===== config.mk =====
export PLATFORM = sky130hd
export DESIGN_NAME = led_mode_blink_fade_pwm_flat
export DESIGN_NICKNAME = d
export VERILOG_FILES = /design/src/rtl/lmbf_pkg.sv /design/src/rtl/lmbf_if.sv /design/src/rtl/lmbf_fade_step.sv /design/src/rtl/led_mode_blink_fade_pwm.sv /design/src/flat_wrapper.sv
export VERILOG_INCLUDE_DIRS = /design/src /design/src/rtl
export SDC_FILE = /design/constraint.sdc
export NUM_CORES = 1
export LEC_CHECK = 0
export BUFFER_PORTS_ARGS = -buffer_cell sky130_fd_sc_hd__buf_2
export CAP_MARGIN = 0
export CORE_UTILIZATION = 62
export CTS_CLUSTER_DIAMETER = 200
export DETAILED_ROUTE_END_ITERATION = 10
export PLACE_DENSITY = 0.81
export SYNTH_ARGS = -nofsm -noshare
export SYNTH_HDL_FRONTEND = slang
export SYNTH_SLANG_ARGS = --single-unit

===== constraint.sdc =====
create_clock -name clock -period 5.35 [get_ports clock]
set_clock_uncertainty 0.15 [all_clocks]
set_input_delay 0.2675 -clock clock [delete_from_list [all_inputs] [get_ports clock]]
set_output_delay 0.2675 -clock clock [all_outputs]
set_load 0.05 [all_outputs]

===== src/rtl/led_mode_blink_fade_pwm_defines.svh =====
// ----------------------------------------------------------------------------
// led mode controller assertion macros
// shared concurrent assertion forms, synchronous active-high reset disable
// ----------------------------------------------------------------------------
`ifndef LED_MODE_BLINK_FADE_PWM_DEFINES_SVH
`define LED_MODE_BLINK_FADE_PWM_DEFINES_SVH

// same-cycle implication
`define LMBF_ASSERT_SAME(label, clk, rst, ante, cons) \
   label: assert property (@(posedge clk) disable iff (rst) (ante) |-> (cons)) \
      else $error("lmbf assertion failed");

// next-cycle implication
`define LMBF_ASSERT_NEXT(label, clk, rst, ante, cons) \
   label: assert property (@(posedge clk) disable iff (rst) (ante) |=> (cons)) \
      else $error("lmbf assertion failed");

`endif


===== src/rtl/lmbf_pkg.sv =====
// ----------------------------------------------------------------------------
// lmbf_pkg
// types, command codes, register indexes and reset values of the led controller
// ----------------------------------------------------------------------------
package lmbf_pkg;

   localparam int COUNT_WIDTH_DEFAULT = 16;

   localparam int PERIOD_WIDTH = 16;
   localparam int DUTY_WIDTH   = 10;
   localparam int BYTE_WIDTH   = 8;
   localparam int MODE_WIDTH   = 2;
   localparam int CSR_WIDTH    = 16;
   localparam int CSR_IDX_WIDTH = 2;

   typedef logic [DUTY_WIDTH-1:0]   duty_type;
   typedef logic [PERIOD_WIDTH-1:0] period_type;
   typedef logic [BYTE_WIDTH-1:0]   byte_type;

   typedef enum logic [MODE_WIDTH-1:0] {
      MODE_DARK  = 2'd0,
      MODE_ON    = 2'd1,
      MODE_FLASH = 2'd2,
      MODE_FADE  = 2'd3
   } mode_type;

   localparam logic FUNC_TICK = 1'b0;
   localparam logic FUNC_CMD  = 1'b1;

   localparam byte_type CMD_ON    = 8'h6f;
   localparam byte_type CMD_OFF   = 8'h78;
   localparam byte_type CMD_BLINK = 8'h62;
   localparam byte_type CMD_FADE  = 8'h66;

   localparam logic [CSR_IDX_WIDTH-1:0] REG_BLINK_HALF_PERIOD = 2'd0;
   localparam logic [CSR_IDX_WIDTH-1:0] REG_FADE_INTERVAL     = 2'd1;
   localparam logic [CSR_IDX_WIDTH-1:0] REG_FADE_INCREMENT    = 2'd2;
   localparam logic [CSR_IDX_WIDTH-1:0] REG_DUTY_MAX          = 2'd3;

   localparam period_type BLINK_HALF_PERIOD_RESET = 16'd500;
   localparam period_type FADE_INTERVAL_RESET     = 16'd20;
   localparam duty_type   FADE_INCREMENT_RESET    = 10'd20;
   localparam duty_type   DUTY_MAX_RESET          = 10'd999;

   typedef struct packed {
      duty_type duty;
      logic     down;
   } fade_state_type;

endpackage


===== src/rtl/lmbf_if.sv =====
// ----------------------------------------------------------------------------
// lmbf_if
// valid/ready channels of the led controller: request and response words
// ----------------------------------------------------------------------------
interface lmbf_req_if;
   logic                 valid;
   logic                 ready;
   logic                 func;
   lmbf_pkg::byte_type   rx_byte;

   modport source (output valid, output func, output rx_byte, input ready);
   modport sink   (input valid, input func, input rx_byte, output ready);
endinterface

interface lmbf_rsp_if;
   logic                                 valid;
   logic                                 ready;
   lmbf_pkg::duty_type                   pwm_compare;
   logic [lmbf_pkg::MODE_WIDTH-1:0]      led_state;
   logic                                 unknown_cmd;

   modport source (output valid, output pwm_compare, output led_state,
                   output unknown_cmd, input ready);
   modport sink   (input valid, input pwm_compare, input led_state,
                   input unknown_cmd, output ready);
endinterface


===== src/rtl/lmbf_fade_step.sv =====
// ----------------------------------------------------------------------------
// lmbf_fade_update
// one fade update: step duty up or down, clamp at the ends, turn direction
// ----------------------------------------------------------------------------
module lmbf_fade_update (
   input  lmbf_pkg::fade_state_type cur,
   input  lmbf_pkg::duty_type       duty_max,
   input  lmbf_pkg::duty_type       increment,
   output lmbf_pkg::fade_state_type nxt
);

   logic [lmbf_pkg::DUTY_WIDTH:0] sum;
   lmbf_pkg::duty_type            diff;

   assign sum  = {1'b0, cur.duty} + {1'b0, increment};
   assign diff = cur.duty - increment;

   always_comb begin
      nxt = cur;
      if (!cur.down) begin
         if (sum >= {1'b0, duty_max}) begin
            nxt.duty = duty_max;
            nxt.down = 1'b1;
         end else begin
            nxt.duty = sum[lmbf_pkg::DUTY_WIDTH-1:0];
         end
      end else begin
         if (increment >= cur.duty) begin
            nxt.duty = '0;
            nxt.down = 1'b0;
         end else if (diff > duty_max) begin
            nxt.duty = duty_max;
         end else begin
            nxt.duty = diff;
         end
      end
   end

endmodule


===== src/rtl/led_mode_blink_fade_pwm.sv =====
// ----------------------------------------------------------------------------
// led_mode_blink_fade_pwm
// led mode controller: off, on, blink and fade, giving the pwm compare value
//
//   channel  dir  handshake     word
//   req      in   valid/ready   func, rx_byte
//   rsp      out  valid/ready   pwm_compare, led_state, unknown_cmd
//   csr      in   write enable  index, 16-bit data
//
// one request word per cycle; its response is registered and shows in the
// cycle after acceptance. the single response register sets the rate.
// req.ready is high while the response register is empty or being taken.
// a stalled response holds its word and blocks new requests.
// reset is synchronous: all but the response data registers take reset values.
// ----------------------------------------------------------------------------
`include "led_mode_blink_fade_pwm_defines.svh"

module led_mode_blink_fade_pwm #(
   parameter int COUNT_WIDTH = lmbf_pkg::COUNT_WIDTH_DEFAULT
) (
   input  logic                                 clock,
   input  logic                                 reset,
   lmbf_req_if.sink                             req_chan,
   lmbf_rsp_if.source                           rsp_chan,
   input  logic                                 csr_we,
   input  logic [lmbf_pkg::CSR_IDX_WIDTH-1:0]   csr_index,
   input  logic [lmbf_pkg::CSR_WIDTH-1:0]       csr_wdata
);

   localparam int CMP_WIDTH = (COUNT_WIDTH > lmbf_pkg::PERIOD_WIDTH) ?
                              COUNT_WIDTH : lmbf_pkg::PERIOD_WIDTH;

   typedef logic [COUNT_WIDTH-1:0] count_type;
   typedef logic [CMP_WIDTH-1:0]   cmp_type;

   lmbf_pkg::period_type blink_half_period_ff;
   lmbf_pkg::period_type fade_interval_ff;
   lmbf_pkg::duty_type   fade_increment_ff;
   lmbf_pkg::duty_type   duty_max_ff;

   lmbf_pkg::mode_type       mode_ff, mode_in;
   count_type                blink_elapsed_ff, blink_elapsed_in;
   logic                     blink_level_ff, blink_level_in;
   count_type                fade_elapsed_ff, fade_elapsed_in;
   lmbf_pkg::fade_state_type fade_ff, fade_in, fade_next;
   lmbf_pkg::duty_type       compare_ff, compare_in;
   logic                     unknown_in;

   logic                             rsp_valid_ff;
   lmbf_pkg::duty_type               rsp_compare_ff;
   logic [lmbf_pkg::MODE_WIDTH-1:0]  rsp_mode_ff;
   logic                             rsp_unknown_ff;

   logic      accept;
   count_type blink_count_up;
   count_type fade_count_up;

   assign req_chan.ready = !rsp_valid_ff || rsp_chan.ready;
   assign accept         = req_chan.valid && req_chan.ready;

   assign rsp_chan.valid       = rsp_valid_ff;
   assign rsp_chan.pwm_compare = rsp_compare_ff;
   assign rsp_chan.led_state   = rsp_mode_ff;
   assign rsp_chan.unknown_cmd = rsp_unknown_ff;

   // saturating millisecond counters
   assign blink_count_up = (blink_elapsed_ff == '1) ? blink_elapsed_ff :
                           blink_elapsed_ff + count_type'(1);
   assign fade_count_up  = (fade_elapsed_ff == '1) ? fade_elapsed_ff :
                           fade_elapsed_ff + count_type'(1);

   lmbf_fade_update u_fade_update (
      .cur       (fade_ff),
      .duty_max  (duty_max_ff),
      .increment (fade_increment_ff),
      .nxt       (fade_next)
   );

   always_comb begin
      mode_in          = mode_ff;
      blink_elapsed_in = blink_elapsed_ff;
      blink_level_in   = blink_level_ff;
      fade_elapsed_in  = fade_elapsed_ff;
      fade_in          = fade_ff;
      compare_in       = compare_ff;
      unknown_in       = 1'b0;
      if (req_chan.func == lmbf_pkg::FUNC_CMD) begin
         case (req_chan.rx_byte)
            lmbf_pkg::CMD_ON: begin
               mode_in = lmbf_pkg::MODE_ON;
            end
            lmbf_pkg::CMD_OFF: begin
               mode_in = lmbf_pkg::MODE_DARK;
            end
            lmbf_pkg::CMD_BLINK: begin
               mode_in          = lmbf_pkg::MODE_FLASH;
               blink_elapsed_in = '0;
               blink_level_in   = 1'b0;
            end
            lmbf_pkg::CMD_FADE: begin
               mode_in         = lmbf_pkg::MODE_FADE;
               fade_elapsed_in = '0;
               fade_in         = '0;
            end
            default: begin
               unknown_in = 1'b1;
            end
         endcase
      end else begin
         case (mode_ff)
            lmbf_pkg::MODE_FLASH: begin
               blink_elapsed_in = blink_count_up;
               if (cmp_type'(blink_count_up) >= cmp_type'(blink_half_period_ff)) begin
                  blink_level_in   = !blink_level_ff;
                  compare_in       = blink_level_ff ? '0 : duty_max_ff;
                  blink_elapsed_in = '0;
               end
            end
            lmbf_pkg::MODE_FADE: begin
               fade_elapsed_in = fade_count_up;
               if (cmp_type'(fade_count_up) >= cmp_type'(fade_interval_ff)) begin
                  fade_in         = fade_next;
                  compare_in      = fade_next.duty;
                  fade_elapsed_in = '0;
               end
            end
            default: begin
            end
         endcase
      end
      if (mode_in == lmbf_pkg::MODE_ON) begin
         compare_in = duty_max_ff;
      end else if (mode_in == lmbf_pkg::MODE_DARK) begin
         compare_in = '0;
      end
   end

   always_ff @(posedge clock) begin
      if (reset) begin
         blink_half_period_ff <= lmbf_pkg::BLINK_HALF_PERIOD_RESET;
         fade_interval_ff     <= lmbf_pkg::FADE_INTERVAL_RESET;
         fade_increment_ff    <= lmbf_pkg::FADE_INCREMENT_RESET;
         duty_max_ff          <= lmbf_pkg::DUTY_MAX_RESET;
      end else if (csr_we) begin
         case (csr_index)
            lmbf_pkg::REG_BLINK_HALF_PERIOD: begin
               blink_half_period_ff <= csr_wdata;
            end
            lmbf_pkg::REG_FADE_INTERVAL: begin
               fade_interval_ff <= csr_wdata;
            end
            lmbf_pkg::REG_FADE_INCREMENT: begin
               fade_increment_ff <= csr_wdata[lmbf_pkg::DUTY_WIDTH-1:0];
            end
            lmbf_pkg::REG_DUTY_MAX: begin
               duty_max_ff <= csr_wdata[lmbf_pkg::DUTY_WIDTH-1:0];
            end
            default: begin
            end
         endcase
      end
   end

   always_ff @(posedge clock) begin
      if (reset) begin
         mode_ff          <= lmbf_pkg::MODE_DARK;
         blink_elapsed_ff <= '0;
         blink_level_ff   <= 1'b0;
         fade_elapsed_ff  <= '0;
         fade_ff          <= '0;
         compare_ff       <= '0;
         rsp_valid_ff     <= 1'b0;
      end else begin
         if (accept) begin
            mode_ff          <= mode_in;
            blink_elapsed_ff <= blink_elapsed_in;
            blink_level_ff   <= blink_level_in;
            fade_elapsed_ff  <= fade_elapsed_in;
            fade_ff          <= fade_in;
            compare_ff       <= compare_in;
            rsp_valid_ff     <= 1'b1;
         end else if (rsp_chan.ready) begin
            rsp_valid_ff <= 1'b0;
         end
      end
   end

   always_ff @(posedge clock) begin
      if (accept) begin
         rsp_compare_ff <= compare_in;
         rsp_mode_ff    <= mode_in;
         rsp_unknown_ff <= unknown_in;
      end
   end

   `LMBF_ASSERT_SAME(a_off_is_dark, clock, reset,
      rsp_valid_ff && (rsp_mode_ff == lmbf_pkg::MODE_DARK), rsp_compare_ff == '0)
   `LMBF_ASSERT_NEXT(a_tick_keeps_on, clock, reset,
      accept && (req_chan.func == lmbf_pkg::FUNC_TICK) && (mode_ff == lmbf_pkg::MODE_ON),
      rsp_valid_ff && (rsp_mode_ff == lmbf_pkg::MODE_ON) && !rsp_unknown_ff)
   `LMBF_ASSERT_NEXT(a_unknown_keeps_mode, clock, reset,
      accept && unknown_in,
      rsp_valid_ff && rsp_unknown_ff && (rsp_mode_ff == $past(mode_ff)))
   `LMBF_ASSERT_NEXT(a_fade_cmd_restarts, clock, reset,
      accept && (req_chan.func == lmbf_pkg::FUNC_CMD) &&
      (req_chan.rx_byte == lmbf_pkg::CMD_FADE),
      (fade_ff.duty == '0) && !fade_ff.down && (fade_elapsed_ff == '0))

endmodule

===== src/flat_wrapper.sv =====
// flat-port wrapper written by rule: the top's interface ports become plain ports
module led_mode_blink_fade_pwm_flat 
#(
   parameter int COUNT_WIDTH = lmbf_pkg::COUNT_WIDTH_DEFAULT
)
  (clock, reset, csr_we, csr_index, csr_wdata, req_chan_valid, req_chan_func, req_chan_rx_byte, req_chan_ready, rsp_chan_valid, rsp_chan_pwm_compare, rsp_chan_led_state, rsp_chan_unknown_cmd, rsp_chan_ready);
  lmbf_req_if req_chan_i ();
  lmbf_rsp_if rsp_chan_i ();
  input  logic clock;
  input  logic reset;
  input  logic csr_we;
  input  logic [lmbf_pkg::CSR_IDX_WIDTH-1:0] csr_index;
  input  logic [lmbf_pkg::CSR_WIDTH-1:0] csr_wdata;
  input wire logic [$bits(req_chan_i.valid)-1:0] req_chan_valid;
  input wire logic [$bits(req_chan_i.func)-1:0] req_chan_func;
  input wire logic [$bits(req_chan_i.rx_byte)-1:0] req_chan_rx_byte;
  output wire logic [$bits(req_chan_i.ready)-1:0] req_chan_ready;
  output wire logic [$bits(rsp_chan_i.valid)-1:0] rsp_chan_valid;
  output wire logic [$bits(rsp_chan_i.pwm_compare)-1:0] rsp_chan_pwm_compare;
  output wire logic [$bits(rsp_chan_i.led_state)-1:0] rsp_chan_led_state;
  output wire logic [$bits(rsp_chan_i.unknown_cmd)-1:0] rsp_chan_unknown_cmd;
  input wire logic [$bits(rsp_chan_i.ready)-1:0] rsp_chan_ready;
  assign req_chan_i.valid = req_chan_valid;
  assign req_chan_i.func = req_chan_func;
  assign req_chan_i.rx_byte = req_chan_rx_byte;
  assign req_chan_ready = req_chan_i.ready;
  assign rsp_chan_valid = rsp_chan_i.valid;
  assign rsp_chan_pwm_compare = rsp_chan_i.pwm_compare;
  assign rsp_chan_led_state = rsp_chan_i.led_state;
  assign rsp_chan_unknown_cmd = rsp_chan_i.unknown_cmd;
  assign rsp_chan_i.ready = rsp_chan_ready;
  led_mode_blink_fade_pwm #(.COUNT_WIDTH(COUNT_WIDTH)) u_core (.clock(clock), .reset(reset), .req_chan(req_chan_i), .rsp_chan(rsp_chan_i), .csr_we(csr_we), .csr_index(csr_index), .csr_wdata(csr_wdata));
endmodule

==> parameters.txt, run 1 <==
Parameter                              Value

Status
  Result of the run    finished, final reports clean

Worst setup path
  Category of the critical setup timing path    reg2reg
  Kind of end point of the critical path    flop
  Biggest cell delay along the critical path    slightly below 700 ps
  Reg2Reg Launch Point    u_core.fade_ff[2]
  Flop-to-flop setup slack    340 ps
  Cell family with most CP delay    compound AO/OA/AOI/OAI gates
  Critical Path RT    between 5000 and 6000 ps
  CP max stage cell    o32ai_1
  Worst r2r path cells    16
  Highest fanout seen on the critical path    11
  Terminus of the critical flop-to-flop path    u_core.compare_ff[5]
  Arrival time reported for the critical path endpoint    approximately 5200 ps
  CP startpoint kind    flop
  Count of buffering cells on the critical path with inverters included    2
  Critical path, cell by cell    inv_1, fa_1, o21bai_1, a221oi_1, a221oi_1, xnor2_1, ha_1, nand3_1, a21oi_1, a2111oi_0, o41a_2, a21oi_1, o32ai_1, buf_4, o221ai_1, a31oi_1

CTS
  Buffer cell driving the clock tree root    clkbuf_16
  Clock sink count    122
  Post-CTS Setup Bufs    0
  Number of buffers between clock root and the deepest sink    2
  Clock latency of the later-clocked register in the worst-skew pair    430 ps
  Clock input transition at the sequential cells of the worst setup and hold paths    ~60 ps
  H-Tree Level Count    4
  CTS tree    done
  CTS Buf Count    17

Route
  Via count normalized by instance count    between 6 and 7
  Remaining design rule violation count    0
  Total iterations of the first detailed-routing run    5
  Number of nets still failing antenna checks after routing    0
  Drt initial violations    slightly below 900
  Routed wire length    roughly 22000 um
  Wire length per cell after detailed routing    between 15 and 20 um
  Via Count    7982

Floorplan
  Die Span Y    117.4 um
  Initial core utilization    0.6459
  Top-Level Pins    47
  Row Count    between 40 and 50
  Die W    around 120 um
  Die ar.    13770 um^2
  Area of the core    roughly 13000 um^2

Place
  HPWL Detailed    around 15000 um
  Count of input and output buffers    46
  Pre-CTS WS    between 300 and 400 ps
  Weighted congestion at the end of routability-driven global placement    slightly above 0.9

Layout
  Footprint of the multi-input gates    slightly above 5000 um^2
  Layout Utilization    0.7296
  Antenna diode count    0
  Fillers    roughly 1000
  Final Net Count    around 1200
  Share of cells above drive strength 1    0.1022
  Layout overhead on the synthesized area    12.95%
  Sequential standard cell area    2572 um^2

Synthesis
  Synthesized area    between 8000 and 9000 um^2
  Synthesized flop and latch total    122
  Average footprint of a synthesized cell    7.769 um^2
  Top-area cell type share of the netlist area    0.2645
  Post-Synthesis Cells    1062
  Number of enable-type register cells in the synthesized netlist    13
  Sequential-to-total area share from yosys stat    0.3118
  Syn nets    about 1200
  Most used flip-flop cell after synthesis    dfxtp_1
  Cell accounting for the most synthesized area    dfxtp_1
  Largest cells by area after synthesis    dfxtp_1 (26%), ha_1 (11%), a21oi_1 (6.8%), nand2_1 (5.7%), edfxtp_1 (4.7%)
  Synth unique cells    70
  Async set or reset register ratio after synthesis    0
  Number of synthesis warnings    0

STA
  Post-layout minimum cycle time    about 5000 ps
  Slew margin rel.    0.3385
  Setup-failing EPs final    0
  Unrepaired setup endpoints after global routing    false
  Peak clock frequency supported by timing    0.1995 GHz
  Max-slew violation count    0
  Tightest Pin Transition    992.3 ps
  Crit share post-route    0.9370
  Worst hold slack    16.86 ps
  Number of hold violations in the final report    0
  Post-route setup slack    ~340 ps
  Final-layout setup total negative slack    0 ps

Min path
  Hold wc startpoint    csr_wdata[8]
  Sink of the worst hold path    u_core.fade_increment_ff[8]
  Min-delay worst type    in2reg
  Hold Path Depth    3

Power and ir drop
  Maximum vdd ir drop    ~0.22 mV
  Leak pwr    3.885 nW
  Power per unit of standard cell area    roughly 260 nW/um^2

Global routing
  Total Routing Usage GR    0.3293
  Wire length of the first global-routing pass    36230 um
  Initial antenna violation count    0
  Number of global-route vias before repair    ~7200
  Pin count of the biggest net entering global routing    94
  Leftover overflow at the end of global routing    0

Flow run
  Number of max-cap violations    0
==> layer usage <==
layer  wire (um)  GRT usage
met5           0          0
met4         586     0.1242
met3        2074    0.06274
met2        9574     0.4970
met1       10010     0.4633
==> final cells by class <==
class                      instances  share of cell area
multi-input combinational        810              0.5559
sequential                       122              0.2760
timing repair buffer              75             0.05209
clock buffer                      20             0.05021
inverter                          76             0.03061
tap                              172             0.02309
clock inverter                    12             0.01208
==> stage by stage <==
step           area (um^2)  power [mW]  std cells
2_1_floorplan         8250       1.218       1062
3_3_place_gp          8597       1.302       1241
3_5_place_dp          8597       1.305       1241
4_1_cts               9318       2.440       1287
5_1_grt               9319       2.528       1287
6_report              9319       2.441       1287
==> worst max path at each step <==
stage,startpoint,endpoint,slack (ps),cells past startpoint
floorplan,u_core.fade_elapsed_ff[4],u_core.rsp_chan.pwm_compare[0],960,17
global placement,u_core.fade_elapsed_ff[0],u_core.fade_ff[9],500,17
detailed placement,u_core.fade_ff[2],u_core.compare_ff[5],340,16
CTS,u_core.fade_ff[2],u_core.compare_ff[5],320,16
global route,u_core.fade_ff[2],u_core.compare_ff[5],8,16
finish,u_core.fade_ff[2],u_core.compare_ff[5],340,16
==> sequential cells by signal (all words and copies together) (netlist names) <==
signal,cells
u_core.duty_max_ff,10
u_core.rsp_chan.pwm_compare,10
u_core.rsp_chan.unknown_cmd,1
u_core.compare_ff,10
u_core.rsp_chan.valid,1
u_core.rsp_chan.led_state,2
u_core.fade_increment_ff,10
u_core.blink_elapsed_ff,16
u_core.blink_level_ff,1
u_core.fade_ff,11
u_core.blink_half_period_ff,16
u_core.mode_ff,2
u_core.fade_interval_ff,16
u_core.fade_elapsed_ff,16
==> power breakdown <==
part | total, mW | switching [mW] | internal [mW]
registers | 0.975 | 0.0192 | 0.956
clock network | 1.14 | 0.455 | 0.681
logic | 0.330 | 0.212 | 0.117
total | 2.44 | 0.687 | 1.75
==> tightest hold or removal path: cells and delay by family <==
kind            cells  cell delay, ps
compound gates      1              50
buf+inv             1             160
simple gates        1              70
==> cell usage in the layout, fill, tap and decap left out, types with 3 or more instances in the layout <==
cell type	instances
and4_1	6
buf_4	16
mux2_2	4
edfxtp_1	13
nor2b_1	11
o221ai_1	10
or2_2	4
nor4_1	4
a211oi_1	9
nand3b_1	7
ha_1	74
xnor2_1	20
a221oi_1	4
inv_1	76
nand3_1	26
a22oi_1	26
and4b_1	3
or3_1	12
o211ai_1	6
clkinvlp_4	4
nand2_1	126
buf_2	45
and2_1	6
xor2_1	12
a21o_1	13
nor2_1	103
nand2b_1	7
dlygate4sd3_1	14
a21oi_1	112
a211o_1	15
nand4_1	14
a311oi_1	9
o32ai_1	8
nor3_1	36
o21ai_0	48
dfxtp_1	109
and3_1	14
clkbuf_16	18
a31oi_1	10
o21a_1	8
==> cells by family after synthesis <==
family	share of synthesized area
AO/OA/AOI/OAI	0.2428
XOR/XNOR	0.03397
adder cells (fa/ha/maj)	0.1171
buffers and inverters	0.06111
flip-flops	0.3118
multiplexers	0.006672
AND/OR/NAND/NOR	0.2266
==> synthesized netlist by cell type, types with 14 or more instances <==
| cell type | instances |
|---|---|
| a22oi_1 | 26 |
| and3_1 | 14 |
| ha_1 | 74 |
| o21ai_0 | 48 |
| nand3_1 | 26 |
| clkbuf_1 | 44 |
| nor2_1 | 103 |
| nand2_1 | 126 |
| a211o_1 | 15 |
| a21oi_1 | 112 |
| dfxtp_1 | 109 |
| inv_1 | 76 |
| nand4_1 | 14 |
| xnor2_1 | 20 |
| nor3_1 | 36 |
==> timing repair <==
action | CTS | global route
hold buffers | 14 | 0
resized for setup | 0 | 1
hold endpoints to repair | 28 | 0
setup endpoints to repair | 0 | 7
Power figures use the tool's default switching activity.
==> inputs of run 2 (changes only) <==
ABC_AREA = 1   (was unset)
CAP_MARGIN = unset   (was 0)
==> parameters.txt, run 2 <==
Parameter                              Value

Status
  Result of the run    finished with violations
  Violations in the final reports    hold timing

Power and ir drop
  Power per unit of standard cell area    between 200 and 300 nW/um^2
  Maximum vdd ir drop    approximately 0.25 mV
  Leak pwr    approximately 4.6 nW

CTS
  Clock input transition at the sequential cells of the worst setup and hold paths    60 ps
  Number of buffers between clock root and the deepest sink    2
  Clock sink count    about 120
  CTS tree    done
  CTS Buf Count    17
  Post-CTS Setup Bufs    0
  Buffer cell driving the clock tree root    clkbuf_16
  Clock latency of the later-clocked register in the worst-skew pair    around 420 ps
  H-Tree Level Count    4

Synthesis
  Top-area cell type share of the netlist area    0.2544
  Syn nets    between 1000 and 1500
  Number of enable-type register cells in the synthesized netlist    13
  Largest cells by area after synthesis    dfxtp_1 (25%), nand2_1 (12%), ha_1 (11%), inv_1 (8.0%), a21oi_1 (7.3%)
  Post-Synthesis Cells    between 1000 and 1500
  Average footprint of a synthesized cell    6.817 um^2
  Sequential-to-total area share from yosys stat    0.3000
  Most used flip-flop cell after synthesis    dfxtp_1
  Number of synthesis warnings    0
  Cell accounting for the most synthesized area    dfxtp_1
  Async set or reset register ratio after synthesis    0
  Top-count cell post-synth    nand2_1
  Synthesized area    approximately 8600 um^2
  Most frequent cells after synthesis    nand2_1 (285), inv_1 (183), a21oi_1 (125), dfxtp_1 (109), nand3_1 (90)
  Synthesized flop and latch total    ~120
  Synth unique cells    50

Min path
  Min-delay worst type    in2reg

Worst setup path
  Category of the critical setup timing path    reg2reg
  Count of buffering cells on the critical path with inverters included    4
  Flop-to-flop setup slack    1060 ps
  Cell family with most CP delay    simple AND/OR/NAND/NOR gates
  Biggest cell delay along the critical path    430 ps
  Kind of end point of the critical path    flop
  Critical path, cell by cell    ha_1, inv_1, nor4_2, nand3_1, nor2_1, inv_1, nor2_1, nor2_1, ha_1, a21oi_1, o21ai_0, nand2_1, o211ai_1, nand2_1, nand3_2, inv_1, nand2_1, nand2_2, inv_2, a221oi_1
  Arrival time reported for the critical path endpoint    4470 ps
  CP max stage cell    nand3_2
  Highest fanout seen on the critical path    25
  Critical Path RT    5520 ps
  CP startpoint kind    flop

Route
  Remaining design rule violation count    0
  Drt initial violations    just over 800
  Via count normalized by instance count    a little under 6
  Total iterations of the first detailed-routing run    5
  Routed wire length    roughly 22000 um
  Via Count    8505
  Number of nets still failing antenna checks after routing    0
  Wire length per cell after detailed routing    ~15 um

Place
  Weighted congestion at the end of routability-driven global placement    around 0.91
  Pre-CTS WS    1211 ps
  HPWL Detailed    around 16000 um
  Count of input and output buffers    46

Global routing
  Pin count of the biggest net entering global routing    66
  Initial antenna violation count    0
  Leftover overflow at the end of global routing    0
  Wire length of the first global-routing pass    approximately 37000 um
  Total Routing Usage GR    0.3243
  Number of global-route vias before repair    just under 8000

STA
  Post-layout minimum cycle time    ~4300 ps
  Number of hold violations in the final report    1
  Tightest Pin Transition    around 1200 ps
  Worst hold slack    -2.076 ps
  Final-layout setup total negative slack    0 ps
  Max-slew violation count    0
  Slew margin rel.    0.2137
  Post-route setup slack    1055 ps
  Peak clock frequency supported by timing    roughly 0.23 GHz
  Setup-failing EPs final    0
  Crit share post-route    0.8027
  Unrepaired setup endpoints after global routing    false

Layout
  Share of cells above drive strength 1    0.09231
  Layout Utilization    0.7097
  Final Net Count    around 1400
  Commonest cells after routing, fill and taps aside    nand2_1 (285), inv_1 (183), a21oi_1 (125)
  Leading cell type in the layout, fill and taps excluded    nand2_1
  Fillers    approximately 1100
  Layout overhead on the synthesized area    10.46%
  Antenna diode count    0

Floorplan
  Die ar.    14310 um^2
  Die W    around 120 um
  Die Span Y    between 100 and 150 um
  Initial core utilization    0.6425
  Area of the core    about 13000 um^2
  Top-Level Pins    47
  Row Count    42

Flow run
  Number of max-cap violations    0
run 2: changes by cell type in the layout (fill, tap and decap cells not counted), moves of 18 or more:
| cell | before | now |
|---|---|---|
| o21ai_0 | 48 | 78 |
| nor3_1 | 36 | 14 |
| nor2_1 | 103 | 82 |
| nand3_1 | 26 | 90 |
| inv_1 | 76 | 183 |
| nand2_1 | 126 | 285 |
| o211ai_1 | 6 | 24 |
run 2: path summary, 6_finish.rpt:
path              depth (start not counted)                       start                         endpoint
setup / recovery                         20   u_core.fade_elapsed_ff[0]                u_core.fade_ff[0]
hold / removal                            3               csr_wdata[15]  u_core.blink_half_period_ff[15]
setup reg to reg                         20   u_core.fade_elapsed_ff[0]                u_core.fade_ff[0]
hold reg to reg                           2  u_core.fade_interval_ff[7]       u_core.fade_interval_ff[7]
run 2: layer usage:
layer	global-route usage	wire length (um)	vias up
met1	0.4034	9532	3889
li1	-	-	4212
met2	0.5484	10610	327
met4	0.1484	871	0
met3	0.05323	1404	77
met5	0	0	-
run 2: stage by stage:
step / area, um^2 / total power [mW] / cells
3_5_place_dp: 8843 / 1.332 / 1439
6_report: 9473 / 2.442 / 1476
4_1_cts: 9473 / 2.434 / 1476
3_3_place_gp: 8843 / 1.323 / 1439
2_1_floorplan: 8576 / 1.246 / 1258
5_1_grt: 9473 / 2.518 / 1476
run 2: layout make-up:
cell class	count	area (um^2)	share of cell area
Multi-Input combinational cell	897	5059	0.5340
Sequential cell	122	2572	0.2716
Inverter	193	724.4	0.07648
Clock buffer	19	454.2	0.04795
Timing Repair Buffer	57	327.8	0.03461
Tap cell	176	220.2	0.02325
Clock inverter	12	115.1	0.01215
run 2: cells by family (layout without fill, tap and decap cells):
group / after synthesis / count (layout) / share of synthesized area
AND/OR/NAND/NOR: 533 / 533 / 0.2784
buffers and inverters: 239 / 281 / 0.1102
flip-flops: 122 / 122 / 0.3000
adder cells (fa/ha/maj): 76 / 76 / 0.1126
AO/OA/AOI/OAI: 263 / 263 / 0.1716
XOR/XNOR: 25 / 25 / 0.02728
run 2: what timing repair did:
action,in CTS,in global routing
resized for setup,0,0
endpoints found under the hold margin,8,0
hold buffers,6,0
run 2: power by group:
part	internal (mW)	switching, mW
clock network	0.668	0.447
registers	0.965	0.0194
logic	0.101	0.241
total	1.73	0.708
run 2: worst register-to-register path, cell delays in order (launching register included):
cell,delay [ps]
dfxtp_1,400
ha_1,170
inv_1,60
nor4_2,360
nand3_1,180
nor2_1,290
inv_1,160
nor2_1,130
nor2_1,70
ha_1,300
a21oi_1,170
o21ai_0,90
nand2_1,70
o211ai_1,80
nand2_1,80
nand3_2,430
inv_1,340
nand2_1,120
nand2_2,210
inv_2,80
a221oi_1,250
==> inputs of run 3 (changes only) <==
CORE_UTILIZATION = 56   (was 62)
PLACE_DENSITY = 0.77   (was 0.81)
clock period = 3.9 ns   (was 5.35 ns; I/O delays follow)
==> parameters.txt, run 3 (synthesis results as in run 2) <==
Parameter                              Value

Place
  Weighted congestion at the end of routability-driven global placement    around 1
  Count of input and output buffers    between 40 and 50
  Placed Instances    ~1500
  HPWL Detailed    about 17000 um
  Placed standard-cell area    between 8000 and 9000 um^2
  Pre-CTS WS    roughly 7.8 ps

Layout
  Commonest cells after routing, fill and taps aside    nand2_1 (272), inv_1 (179), a21oi_1 (118)
  Antenna diode count    0
  Area of all placed cells without fillers    10290 um^2
  Leading cell type in the layout, fill and taps excluded    nand2_1
  Fillers    1281
  Sequential standard cell area    roughly 2600 um^2
  Layout overhead on the synthesized area    20.02%
  Footprint of the multi-input gates    between 5000 and 6000 um^2
  Share of cells above drive strength 1    0.1654
  Final Net Count    1449
  Final Instance Count excl. Fillers    between 1500 and 2000

Global routing
  Total Routing Usage GR    0.3065
  Wire length of the first global-routing pass    38420 um
  Pin count of the biggest net entering global routing    between 60 and 70
  Number of global-route vias before repair    about 7800
  Initial antenna violation count    0
  Leftover overflow at the end of global routing    0

STA
  Tightest Pin Transition    between 1000 and 1500 ps
  Crit share post-route    0.9678
  Peak clock frequency supported by timing    approximately 0.26 GHz
  Post-layout minimum cycle time    around 3800 ps
  Setup-failing EPs final    0
  Number of hold violations in the final report    0
  Final-layout setup total negative slack    0 ps
  Max-slew violation count    0
  Slew margin rel.    0.1943
  Post-route setup slack    ~130 ps

CTS
  Buffer cell driving the clock tree root    clkbuf_16
  Number of buffers between clock root and the deepest sink    2
  Clock sink count    approximately 120
  Clock latency of the later-clocked register in the worst-skew pair    approximately 430 ps
  CTS Buf Count    17
  H-Tree Level Count    4
  CTS tree    done
  Clock input transition at the sequential cells of the worst setup and hold paths    60 ps

Route
  Via Count    roughly 8800
  Wire length per cell after detailed routing    between 15 and 20 um
  Number of nets still failing antenna checks after routing    0
  Routed wire length    between 20000 and 30000 um
  Total iterations of the first detailed-routing run    5
  Via count normalized by instance count    around 5.7
  Remaining design rule violation count    0
  Drt initial violations    962

Floorplan
  Die ar.    about 16000 um^2
  Die Span Y    125.8 um
  Area of the core    14750 um^2
  Die W    ~130 um
  Initial core utilization    0.5812
  Top-Level Pins    between 40 and 50
  Row Count    44

Min path
  Min-delay worst type    in2reg

Worst setup path
  Category of the critical setup timing path    reg2reg
  Highest fanout seen on the critical path    10
  Critical Path RT    around 4100 ps
  Arrival time reported for the critical path endpoint    between 3000 and 4000 ps
  Kind of end point of the critical path    flop
  CP startpoint kind    flop

Power and ir drop
  Leak pwr    approximately 5 nW
  Power per unit of standard cell area    326.3 nW/um^2
  Maximum vdd ir drop    0.3345 mV

Status
  Result of the run    finished, final reports clean

Flow run
  Number of max-cap violations    0
-- run 3: final cells by class --
type                            count  area share
Clock inverter                     14     0.01094
Multi-Input combinational cell    899      0.5185
Timing Repair Buffer              108     0.08242
Sequential cell                   122      0.2525
Tap cell                          184     0.02237
Clock buffer                       18     0.04267
Inverter                          193     0.07063
-- run 3: through the flow --
| stage | utilization | power [mW] | hold WS [ps] |
|---|---|---|---|
| after global placement | 0.6082 | 1.831 | 297.5 |
| after detailed placement | 0.6082 | 1.838 | 304.9 |
| after floorplan | - | 1.709 | 171.4 |
| after CTS | 0.6577 | 3.314 | 0.5164 |
| final | 0.6976 | 3.358 | 3.115 |
| after global routing | 0.6976 | 3.487 | 38.32 |
-- run 3: path summary, 6_finish.rpt --
| path | cells after the start | slack [ps] | endpoint | from |
|---|---|---|---|---|
| worst max-delay path | 19 | 130 | u_core.fade_ff[0] | u_core.fade_elapsed_ff[3] |
| worst min-delay path | 3 | 3 | u_core.fade_interval_ff[4] | csr_index[1] |
| worst max register to register | 19 | 130 | u_core.fade_ff[0] | u_core.fade_elapsed_ff[3] |
| worst min register to register | 2 | 320 | u_core.blink_half_period_ff[13] | u_core.blink_half_period_ff[13] |
-- run 3: layer usage --
layer,routed length [um],GRT usage
met5,0,0
met4,852,0.1205
met3,1793,0.05438
met2,12310,0.5343
met1,10300,0.3751
-- run 3: what timing repair did --
item,in CTS,in global routing
endpoints found under the setup margin,4,63
pin swaps,0,35
endpoints found under the hold margin,34,0
setup buffers,0,20
hold buffers,16,0
gates cloned,0,7
resized for setup,3,88
-- run 3: worst max-delay path, stage by stage (launching register included) --
cell and delay [ps]:
dfxtp_2 360, inv_1 90, nor4_4 330, nand2_2 130, nor4_4 290, buf_4 180
nor3_1 50, xor2_1 190, ha_1 320, buf_4 110, nand2_1 70, nor3_4 260
nand3_4 150, nand3_4 200, inv_2 110, nand2_1 150, nand2_4 140, inv_4 110
nand2_1 60, a221oi_1 220
-- run 3: power breakdown --
part	switching [mW]	internal, mW	leakage, nW
Combinational	0.356	0.177	3.62
Clock	0.632	0.842	0.274
Sequential	0.0290	1.32	1.03
Total	1.02	2.34	4.92
